### src/rtl/b64le_pkg.sv
`timescale 1ns / 1ps
// ----------------------------------------------------------------------------
// b64le_pkg
// Shared types, constants and the base64 alphabet lookup for the line encoder.
// ----------------------------------------------------------------------------
package b64le_pkg;

  localparam logic [7:0] LINE_FEED = 8'd10;
  localparam logic [7:0] PAD_CHAR  = 8'd61;
  localparam logic [5:0] COUNT_MAX = 6'd63;
  localparam logic [5:0] GPL_RESET = 6'd19;

  // One raw byte and its end-of-message flag.
  typedef struct packed {
    logic [7:0] data_byte;
    logic       is_last;
  } b64le_in_t;

  // One output character and its last-of-group flag.
  typedef struct packed {
    logic [7:0] out_char;
    logic       out_last;
  } b64le_out_t;

  // A closed group handed from the front to the back. Missing bytes are zero.
  typedef struct packed {
    logic       lf;
    logic [1:0] nbytes;
    logic [7:0] b0;
    logic [7:0] b1;
    logic [7:0] b2;
  } b64le_group_t;

  // Standard base64 alphabet: A-Z a-z 0-9 + /
  function automatic logic [7:0] b64_char(input logic [5:0] v);
    logic [7:0] r;
    if (v < 6'd26) begin
      r = 8'd65 + {2'b00, v};
    end else if (v < 6'd52) begin
      r = 8'd97 + {2'b00, v} - 8'd26;
    end else if (v < 6'd62) begin
      r = 8'd48 + {2'b00, v} - 8'd52;
    end else if (v == 6'd62) begin
      r = 8'd43;
    end else begin
      r = 8'd47;
    end
    return r;
  endfunction

endpackage

### src/rtl/b64le_fifo.sv
`timescale 1ns / 1ps
// ----------------------------------------------------------------------------
// b64le_fifo
// Short queue of closed groups between the front and the back.
// ----------------------------------------------------------------------------
module b64le_fifo #(
  parameter int DEPTH = 2
) (
  input  logic                   clk,
  input  logic                   rst,
  input  logic                   wr_en,
  input  b64le_pkg::b64le_group_t wr_data,
  input  logic                   rd_en,
  output b64le_pkg::b64le_group_t rd_data,
  output logic                   full,
  output logic                   empty
);
  import b64le_pkg::*;

  localparam int AW = (DEPTH > 1) ? $clog2(DEPTH) : 1;
  localparam int CW = $clog2(DEPTH + 1);
  localparam logic [AW-1:0] LAST_PTR = AW'(DEPTH - 1);
  localparam logic [CW-1:0] DEPTH_C  = CW'(DEPTH);

  b64le_group_t  mem [DEPTH];
  logic [AW-1:0] wr_ptr;
  logic [AW-1:0] rd_ptr;
  logic [CW-1:0] count;

  assign full    = (count == DEPTH_C);
  assign empty   = (count == '0);
  assign rd_data = mem[rd_ptr];

  always_ff @(posedge clk) begin
    if (wr_en) begin
      mem[wr_ptr] <= wr_data;
    end
  end

  always_ff @(posedge clk) begin
    if (rst) begin
      wr_ptr <= '0;
      rd_ptr <= '0;
      count  <= '0;
    end else begin
      if (wr_en) begin
        wr_ptr <= (wr_ptr == LAST_PTR) ? '0 : wr_ptr + 1'b1;
      end
      if (rd_en) begin
        rd_ptr <= (rd_ptr == LAST_PTR) ? '0 : rd_ptr + 1'b1;
      end
      if (wr_en && !rd_en) begin
        count <= count + 1'b1;
      end else if (rd_en && !wr_en) begin
        count <= count - 1'b1;
      end
    end
  end

`ifndef SYNTHESIS
  a_no_overflow : assert property (@(posedge clk) disable iff (rst) !(wr_en && full))
    else $error("group queue written while full");
  a_no_underflow : assert property (@(posedge clk) disable iff (rst) !(rd_en && empty))
    else $error("group queue read while empty");
  a_count_range : assert property (@(posedge clk) disable iff (rst) count <= DEPTH_C)
    else $error("group queue count out of range");
`endif

endmodule

### src/rtl/b64le_front.sv
`timescale 1ns / 1ps
// ----------------------------------------------------------------------------
// b64le_front
// Collects bytes into groups, tracks the line count and queues closed groups.
// ----------------------------------------------------------------------------
module b64le_front (
  input  logic                    clk,
  input  logic                    rst,
  input  logic                    accept,
  input  b64le_pkg::b64le_in_t    in_item,
  input  logic [5:0]              groups_per_line,
  output logic                    grp_push,
  output b64le_pkg::b64le_group_t grp
);
  import b64le_pkg::*;

  logic [7:0] held0;
  logic [7:0] held1;
  logic [1:0] phase;
  logic [5:0] line_cnt;
  logic [5:0] line_cnt_next;
  logic       closes;
  logic       lf;

  assign closes   = (phase == 2'd2) || in_item.is_last;
  assign grp_push = accept && closes;
  assign lf       = (groups_per_line != 6'd0) && (line_cnt >= groups_per_line);

  always_comb begin
    grp.lf     = lf;
    grp.nbytes = phase + 2'd1;
    grp.b0     = (phase == 2'd0) ? in_item.data_byte : held0;
    grp.b1     = (phase == 2'd1) ? in_item.data_byte : ((phase == 2'd2) ? held1 : 8'd0);
    grp.b2     = (phase == 2'd2) ? in_item.data_byte : 8'd0;
  end

  always_comb begin
    if (in_item.is_last) begin
      line_cnt_next = 6'd0;
    end else if (lf) begin
      line_cnt_next = 6'd1;
    end else if (line_cnt < COUNT_MAX) begin
      line_cnt_next = line_cnt + 6'd1;
    end else begin
      line_cnt_next = line_cnt;
    end
  end

  always_ff @(posedge clk) begin
    if (accept && !closes) begin
      if (phase == 2'd0) begin
        held0 <= in_item.data_byte;
      end else begin
        held1 <= in_item.data_byte;
      end
    end
  end

  always_ff @(posedge clk) begin
    if (rst) begin
      phase    <= 2'd0;
      line_cnt <= 6'd0;
    end else if (accept) begin
      if (closes) begin
        phase    <= 2'd0;
        line_cnt <= line_cnt_next;
      end else begin
        phase <= phase + 2'd1;
      end
    end
  end

endmodule

### src/rtl/b64le_back.sv
`timescale 1ns / 1ps
// ----------------------------------------------------------------------------
// b64le_back
// Walks each queued group into out_item, one character per unstalled cycle.
// ----------------------------------------------------------------------------
module b64le_back (
  input  logic                    clk,
  input  logic                    rst,
  input  logic                    grp_empty,
  input  b64le_pkg::b64le_group_t grp,
  output logic                    grp_pop,
  input  logic                    pop,
  output logic                    empty,
  output b64le_pkg::b64le_out_t   out_item
);
  import b64le_pkg::*;

  localparam logic [2:0] STEP_LF = 3'd0;
  localparam logic [2:0] STEP_C0 = 3'd1;
  localparam logic [2:0] STEP_C1 = 3'd2;
  localparam logic [2:0] STEP_C2 = 3'd3;
  localparam logic [2:0] STEP_C3 = 3'd4;

  logic [2:0] step;
  logic [2:0] cur_step;
  logic       out_valid;
  logic       load;
  logic [7:0] ch;

  // A group without a line feed starts straight at its first character.
  assign cur_step = (step == STEP_LF && !grp.lf) ? STEP_C0 : step;
  assign load     = !grp_empty && (!out_valid || pop);
  assign grp_pop  = load && (cur_step == STEP_C3);
  assign empty    = !out_valid;

  always_comb begin
    case (cur_step)
      STEP_LF: ch = LINE_FEED;
      STEP_C0: ch = b64_char(grp.b0[7:2]);
      STEP_C1: ch = b64_char({grp.b0[1:0], grp.b1[7:4]});
      STEP_C2: ch = (grp.nbytes >= 2'd2) ? b64_char({grp.b1[3:0], grp.b2[7:6]}) : PAD_CHAR;
      STEP_C3: ch = (grp.nbytes == 2'd3) ? b64_char(grp.b2[5:0]) : PAD_CHAR;
      default: ch = PAD_CHAR;
    endcase
  end

  always_ff @(posedge clk) begin
    if (load) begin
      out_item.out_char <= ch;
      out_item.out_last <= (cur_step == STEP_C3);
    end
  end

  always_ff @(posedge clk) begin
    if (rst) begin
      step      <= STEP_LF;
      out_valid <= 1'b0;
    end else begin
      if (load) begin
        step      <= (cur_step == STEP_C3) ? STEP_LF : cur_step + 3'd1;
        out_valid <= 1'b1;
      end else if (pop) begin
        out_valid <= 1'b0;
      end
    end
  end

endmodule

### src/rtl/base64_line_encoder.sv
`timescale 1ns / 1ps
// ----------------------------------------------------------------------------
// base64_line_encoder
// Streaming base64 encoder with optional line feeds every N groups.
// ----------------------------------------------------------------------------
//
//   Channel  Handshake             Payload
//   -------  --------------------  ---------------------------------
//   input    push / full           in_item  {data_byte, is_last}
//   result   empty / pop           out_item {out_char, out_last}
//   config   cfg_valid/cfg_ready   cfg_data = groups_per_line
//
// A byte is taken every cycle while the group queue has room; one character
// leaves per cycle while pop is held and a group is waiting, through the
// single output character register.
// Reset is synchronous: it clears the byte phase, the line count and the
// queue, and restores groups_per_line to 19 (76 characters per line).
// A stalled result side fills the queue, which raises full; while full is
// high no byte is taken, whether or not it closes a group, until the back
// end frees a slot.
// ----------------------------------------------------------------------------
module base64_line_encoder #(
  parameter int QUEUE_DEPTH = 2
) (
  input  logic                  clk,
  input  logic                  rst,
  input  logic                  push,
  output logic                  full,
  input  b64le_pkg::b64le_in_t  in_item,
  output logic                  empty,
  input  logic                  pop,
  output b64le_pkg::b64le_out_t out_item,
  input  logic                  cfg_valid,
  output logic                  cfg_ready,
  input  logic [5:0]            cfg_data
);
  import b64le_pkg::*;

  logic [5:0]   groups_per_line;
  logic         accept;
  logic         grp_push;
  logic         grp_pop;
  logic         grp_full;
  logic         grp_empty;
  b64le_group_t grp_wr;
  b64le_group_t grp_rd;

  // Always writable; the user must make writes only while the block idles.
  assign cfg_ready = 1'b1;

  // Full follows the queue so a byte that closes a group always has a slot.
  assign full   = grp_full;
  assign accept = push && !grp_full;

  always_ff @(posedge clk) begin
    if (rst) begin
      groups_per_line <= GPL_RESET;
    end else if (cfg_valid && cfg_ready) begin
      groups_per_line <= cfg_data;
    end
  end

  // Front end: grouping and line-feed decision.
  b64le_front u_front (
    .clk             (clk),
    .rst             (rst),
    .accept          (accept),
    .in_item         (in_item),
    .groups_per_line (groups_per_line),
    .grp_push        (grp_push),
    .grp             (grp_wr)
  );

  // Decoupling queue of closed groups.
  b64le_fifo #(
    .DEPTH (QUEUE_DEPTH)
  ) u_fifo (
    .clk     (clk),
    .rst     (rst),
    .wr_en   (grp_push),
    .wr_data (grp_wr),
    .rd_en   (grp_pop),
    .rd_data (grp_rd),
    .full    (grp_full),
    .empty   (grp_empty)
  );

  // Back end: character sequencing and output register.
  b64le_back u_back (
    .clk       (clk),
    .rst       (rst),
    .grp_empty (grp_empty),
    .grp       (grp_rd),
    .grp_pop   (grp_pop),
    .pop       (pop),
    .empty     (empty),
    .out_item  (out_item)
  );

endmodule

### config.mk
export PLATFORM = sky130hd
export DESIGN_NAME = base64_line_encoder
export DESIGN_NICKNAME = d
export VERILOG_FILES = /design/src/rtl/b64le_pkg.sv /design/src/rtl/b64le_fifo.sv /design/src/rtl/b64le_front.sv /design/src/rtl/b64le_back.sv /design/src/rtl/base64_line_encoder.sv
export SDC_FILE = /design/constraint.sdc
export NUM_CORES = 1
export LEC_CHECK = 0
export ABC_AREA = 1
export BUFFER_PORTS_ARGS = -buffer_cell sky130_fd_sc_hd__buf_2
export CORE_UTILIZATION = 30
export CTS_CLUSTER_DIAMETER = 50
export DETAILED_ROUTE_END_ITERATION = 10
export SLEW_MARGIN = 20
export SYNTH_ARGS = -nofsm -noshare
export SYNTH_HDL_FRONTEND = slang
export SYNTH_SLANG_ARGS = --single-unit
### constraint.sdc
create_clock -name clk -period 3.1 [get_ports clk]
set_input_delay 0.31 -clock clk [delete_from_list [all_inputs] [get_ports clk]]
set_output_delay 0.31 -clock clk [all_outputs]
set_load 0.02 [all_outputs]
# After elaboration in Yosys (flattened, before gate mapping)
# Memories as Yosys holds them, arrays and structs flattened. A register that Yosys moved wholly into a read port is not among the register bits.
# Index checks and enable logic that the tools add are counted.
word_totals:
  ramBits: 54
  regBits: 47
  elab_cells: 135
  rom_bits: 0
  memories: 1
  latch_bits: 0
  input_bits: 20
memory_table:
  columns: ["name", "words", "word_bits", "read_ports", "rd_clocked_by_memory_dff", "write_ports", "line", "source"]
  rows:
  - ["u_fifo.mem", 2, 27, 1, 1, 1, "b64le_fifo.sv:25", "b64le_group_t mem [DEPTH];"]
classes:
  mul: 0
  eq_ne: 12
  muxes: 39
  n_div: 0
  reduce_logical: 28
  n_addsub: 27
  bitwise: 1
  order_cmp: 15
  shift: 0
op_table:
  columns: ["cell", "count"]
  rows:
  - ["8-bit 2-to-1 mux", 18]
  - ["7-bit by 6-bit adder with 8-bit output, first input constant", 8]
  - ["6-bit less-than comparator, second input constant", 9]
  - ["8-bit case mux with 5 select lines", 1]
  - ["8-bit by 5-bit subtractor with 8-bit output, second input constant", 4]
  - ["8-bit by 6-bit subtractor with 8-bit output, second input constant", 4]
  - ["6-bit by 6-bit adder with 7-bit output, first input constant", 4]
  - ["6-bit equality test, second input constant", 4]
  - ["6-bit by 5-bit less-than comparator with 1-bit output, second input constant", 4]
  - ["3-bit 2-to-1 mux", 6]
  - ["6-bit 2-to-1 mux", 3]
  - ["1-bit logical AND", 9]
  - ["1-bit 2-to-1 mux", 8]
  - ["1-bit zero test", 7]
  - ["6-bit by 1-bit adder with 6-bit output, second input constant", 1]
  - ["2-bit equality test, second input constant", 3]
  - ["3-bit by 2-bit equality test with 1-bit output, second input constant", 2]
  - ["6-bit greater-or-equal comparator", 1]
  - ["3-bit zero test", 2]
  - ["2-bit 2-to-1 mux", 3]
  - ["6-bit nonzero test", 1]
  - ["2-bit by 1-bit adder with 2-bit output, second input constant", 2]
  - ["2-bit zero test", 2]
  - ["2-bit nonzero test", 2]
  - ["12 further kinds", 14]

# Logic depth before layout (Yosys ltp)
depth:
  ltp_word: 8
  mapped_depth: 19
  depth_no_buf: 17

# Hierarchy
# A second synthesis with hierarchy kept.
unflattened:
  cells_unflattened: 778
  hier_area_um2: 6466.2
modules_own_cells:
  columns: ["mod", "cells_each", "n_inst", "area_each_um2"]
  rows:
  - ["b64le_back", 432, 1, 2407.3]
  - ["b64le_fifo", 117, 1, 2278.4]
  - ["b64le_front", 192, 1, 1521.5]
  - ["base64_line_encoder", 37, 1, 259.0]

# Worst setup path before layout
# OpenSTA, ideal clock, no wires.
synth_path:
  path_kind: "register to register"
  start: "reg u_front.phase[0]"
  end: "mem u_fifo.mem[1][0] in the netlist's numbering (enable)"
  n_path_buf: 1
  t_required_ns: 2.688
  stages_incl_launch_ff: 8
  path_slack_ns: 0.291
  period_less_slack_ns: 2.809
  arrival_time_ns: 2.396
  cell_sequence: "dfxtp_1 inv_1 ha_1 clkbuf_1 nor2_1 nor2_1 inv_1 nor2_1"
synth_between:
  elab_chain_cells: 5
synth_lines:
  columns: ["item", "line", "source"]
  rows:
  - ["start: declaration", "b64le_front.sv:19", "logic [1:0] phase;"]
  - ["start signal: assignment", "b64le_front.sv:68", "phase <= phase + 2'd1;"]
  - ["2-bit equality test", "b64le_front.sv:25", "assign closes = (phase == 2'd2) || in_item.is_last;"]
  - ["1-bit logical OR", "b64le_front.sv:25", null]
  - ["1-bit logical AND", "b64le_front.sv:26", "assign grp_push = accept && closes;"]
  - ["named net grp_push", "base64_line_encoder.sv:41", "logic grp_push;"]
  - ["1-bit 2-to-1 mux", "b64le_fifo.sv:35", "if (wr_en) begin"]
  - ["1-bit 2-to-1 mux (not written as such)", "b64le_fifo.sv:36", "mem[wr_ptr] <= wr_data;"]
  - ["end: declaration", "b64le_fifo.sv:25", null]
# The timed path passes the listed nets, and every way through them passes these cells.

==> results.sh <==
export IMPL_status="completed"
export IMPL_ys_flop_type="edfxtp_1"
export IMPL_ir_drop_mv=0.272
export IMPL_rsz0062_at_grt="no"
export IMPL_synthDistinctLibCells=44
export IMPL_post_route_period_util=0.844
export IMPL_final_setup_tns_ns=0
export IMPL_cts_tree="done"
export IMPL_hold_path_class="primary input to register"
export IMPL_row_count=54
export IMPL_synth_area_um2=6860
export IMPL_initial_core_util=0.310
export IMPL_hold_viol=0
export IMPL_ioPinCount=32
export IMPL_p_per_area_nw_per_um2=474
export IMPL_drt_iter0_drc=332
export IMPL_muxShareOfSynthArea=0.00164
export IMPL_dp_hpwl_um=12200
export IMPL_max_freq_mhz=382
export IMPL_finalCriticalPeriod_ns=2.62
export IMPL_syn_nets=947
export IMPL_htree_levels=3
export IMPL_grt_pass1_vias=5029
export IMPL_clk_pin_slew_worst_paths_ns=0.07
export IMPL_fin_skew_ns=0.00999
export IMPL_layout_nets=982
export IMPL_synth_compound_area_frac=0.101
export IMPL_synthAdderAreaFrac=0.102
export IMPL_async_flop_share=0
export IMPL_p_leak_uw=0.00351
export IMPL_setup_viol=0
export IMPL_ant_nets=0
export IMPL_worstMarginPinSlew_ns=0.654
export IMPL_worst_skew_pair_late_latency_ns=0.36
export IMPL_slew_violations=0
export IMPL_gp_congestion=0.906
export IMPL_syn_avg_cell_area_um2=7.88
export IMPL_critical_path_class="register to register"
export IMPL_portBuffers=30
export IMPL_ys_seq_elements=102
export IMPL_placed_cell_area_um2=7350
export IMPL_yosys_warnings=0
export IMPL_synth_cells=871
export IMPL_worstPathMaxFanout=30
export IMPL_die_area_um2=23500
export IMPL_yosysSeqAreaShare=0.413
export IMPL_track_usage=0.137
export IMPL_required_ns=3.20
export IMPL_synth_simple_gate_area_share=0.268
export IMPL_max_cap_violations=0
export IMPL_firstDrtPassIters=5
export IMPL_grt_pass1_wl_um=25700
export IMPL_post_cts_resized=0
export IMPL_final_layout_size_suffix_gt1_frac=0.121
export IMPL_clock_sinks=102
export IMPL_cts_hold_buf=0
export IMPL_cts_inserted_buffers=9
export IMPL_antenna_found_initial=0
export IMPL_routed_via_density=4.62
export IMPL_grt_overflow=0
export IMPL_cts_buffer_depth=2
export IMPL_remaining_drc_errors=0
export IMPL_endpoint_kind="register"
export IMPL_synth_xor_area_frac=0.0191
export IMPL_wl_per_cell_um=12.9
export IMPL_final_cell_area_um2=7690
export IMPL_slew_headroom=0.563
export IMPL_wl_um=15400
export IMPL_synth_top_family_by_area="simple AND/OR/NAND/NOR gates"
export IMPL_coreArea_um2=22200
export IMPL_cp_arrival_ns=2.71
export IMPL_fp_dieW_um=153
export IMPL_startpoint_type="register"
export IMPL_die_h_um=153
export IMPL_cts_root_buf="clkbuf_16"
export IMPL_grt_max_degree=31
export IMPL_postCtsSetupRepairBufs=0
export IMPL_vias=5507
export IMPL_synth_edf_count=79
export IMPL_syn_to_final_growth_pct=12.0
export IMPL_n_antenna_cell=0
metrics by stage:
step                      hold slack [ns]  utilization  power [uW]  cells  setup slack, ns
final                               0.170        0.347        3640   1191            0.483
after global routing                0.164        0.347        3850   1191            0.214
after CTS                           0.158        0.347        3670   1191            0.442
after detailed placement            0.463        0.331        2450   1175            0.455
after global placement              0.457        0.331        2450   1175            0.485
after floorplan                     0.409            -        2220    871            0.291
report_power, final:
part	internal, uW	total, uW	switching (uW)	leakage (uW)
Combinational	259	789	530	0.00240
Clock	719	1230	507	0.000168
Sequential	1590	1620	36.5	0.000936
routing by layer:
layer  up-vias  global-route usage  routed length (um)
met3        18              0.0244                 634
met2       106               0.207                6750
met1      2477               0.199                7850
li1       2906                   -                   -
met5         -                   0                   0
met4         0              0.0409                 190
cells by family (layout without fill, tap and decap cells):
| logic type | Yosys count | count (layout) |
|---|---|---|
| muxes | 1 | 1 |
| buffers and inverters | 158 | 198 |
| xor gates and xnor gates | 15 | 15 |
| and+or+nand+nor | 423 | 423 |
| AOI/OAI and AO/OA | 115 | 115 |
| DFF | 102 | 102 |
| adders and majority gates | 56 | 56 |
| other | 1 | 1 |
final cells by class:
cell class,count,area (um^2)
timing repair buffer,41,245
clock inverter,3,26.3
fill,2352,14500
multi-input combinational,611,3380
sequential,102,2830
inverter,141,532
clock buffer,13,314
tap,280,350
placed cells by master, fill, tap and decap left out, types with 5 or more instances in the layout:
| cell | instances |
|---|---|
| nand2_2 | 20 |
| buf_4 | 10 |
| ha_1 | 56 |
| clkbuf_16 | 12 |
| inv_2 | 9 |
| xor2_1 | 12 |
| nand2_1 | 220 |
| a21oi_1 | 50 |
| nor2_2 | 5 |
| nand3_1 | 82 |
| o21ai_2 | 5 |
| o21ai_0 | 32 |
| o211ai_1 | 8 |
| dfxtp_1 | 22 |
| nor2_1 | 68 |
| o21ai_1 | 5 |
| buf_2 | 30 |
| nand4_1 | 14 |
| edfxtp_1 | 79 |
| inv_1 | 129 |
flip-flops by register name (all words and copies together) (netlist names), named ones only:
| signal | count |
|---|---|
| u_back.step | 3 |
| u_fifo.count | 2 |
| u_front.held1 | 8 |
| u_front.phase | 2 |
| u_front.held0 | 8 |
| u_fifo.mem | 54 |
| u_back.out_valid | 1 |
| u_back.out_item | 9 |
| groups_per_line | 6 |
| u_front.line_cnt | 6 |
| u_fifo.rd_ptr | 1 |
| u_fifo.wr_ptr | 1 |
synth_stat cells (3+ instances only):
| cell type | count | area, um^2 |
|---|---|---|
| a21oi_1 | 50 | 250 |
| buf_4 | 3 | 22.5 |
| buf_6 | 6 | 67.6 |
| clkbuf_1 | 8 | 30.0 |
| dfxtp_1 | 23 | 460 |
| edfxtp_1 | 79 | 2370 |
| ha_1 | 56 | 701 |
| inv_1 | 129 | 484 |
| inv_2 | 9 | 33.8 |
| nand2_1 | 220 | 826 |
| nand2_2 | 20 | 125 |
| nand3_1 | 82 | 410 |
| nand4_1 | 14 | 87.6 |
| nor2_1 | 70 | 263 |
| nor2_2 | 3 | 18.8 |
| nor3_1 | 3 | 15.0 |
| o211ai_1 | 8 | 60.1 |
| o21ai_0 | 32 | 160 |
| o21ai_1 | 5 | 25.0 |
| o21ai_2 | 5 | 43.8 |
| o21ai_4 | 4 | 65.1 |
| or2_2 | 3 | 18.8 |
| xnor2_1 | 3 | 26.3 |
| xor2_1 | 12 | 105 |
path summary, 6_finish.rpt:
kind                                                   from                         endpoint  slack, ns  cells after the start
worst max-delay path                               register     u_back.out_item[6]$_DFFE_PP_       0.48                     16
worst min-delay path                            cfg_data[0]  groups_per_line[0]$_SDFFE_PP1P_       0.17                      3
worst max register to register                     register     u_back.out_item[6]$_DFFE_PP_       0.48                     16
worst min register to register  u_back.step[0]$_SDFFE_PP0P_      u_back.step[0]$_SDFFE_PP0P_       0.47                      2
critical path, cell delays in order (launching register included):
cell and delay (ns):
dfxtp_2 0.34, buf_12 0.17, o21ai_2 0.31, inv_1 0.15
ha_1 0.29, nand2_1 0.09, inv_1 0.04, nor2_1 0.11
nand2_2 0.15, nand2_1 0.13, inv_2 0.06, nand3_1 0.09
nand3_1 0.07, nand2_1 0.06, nand2_1 0.04, nor2_1 0.17
nand2_1 0.09
(Power assumes the default switching activity.)
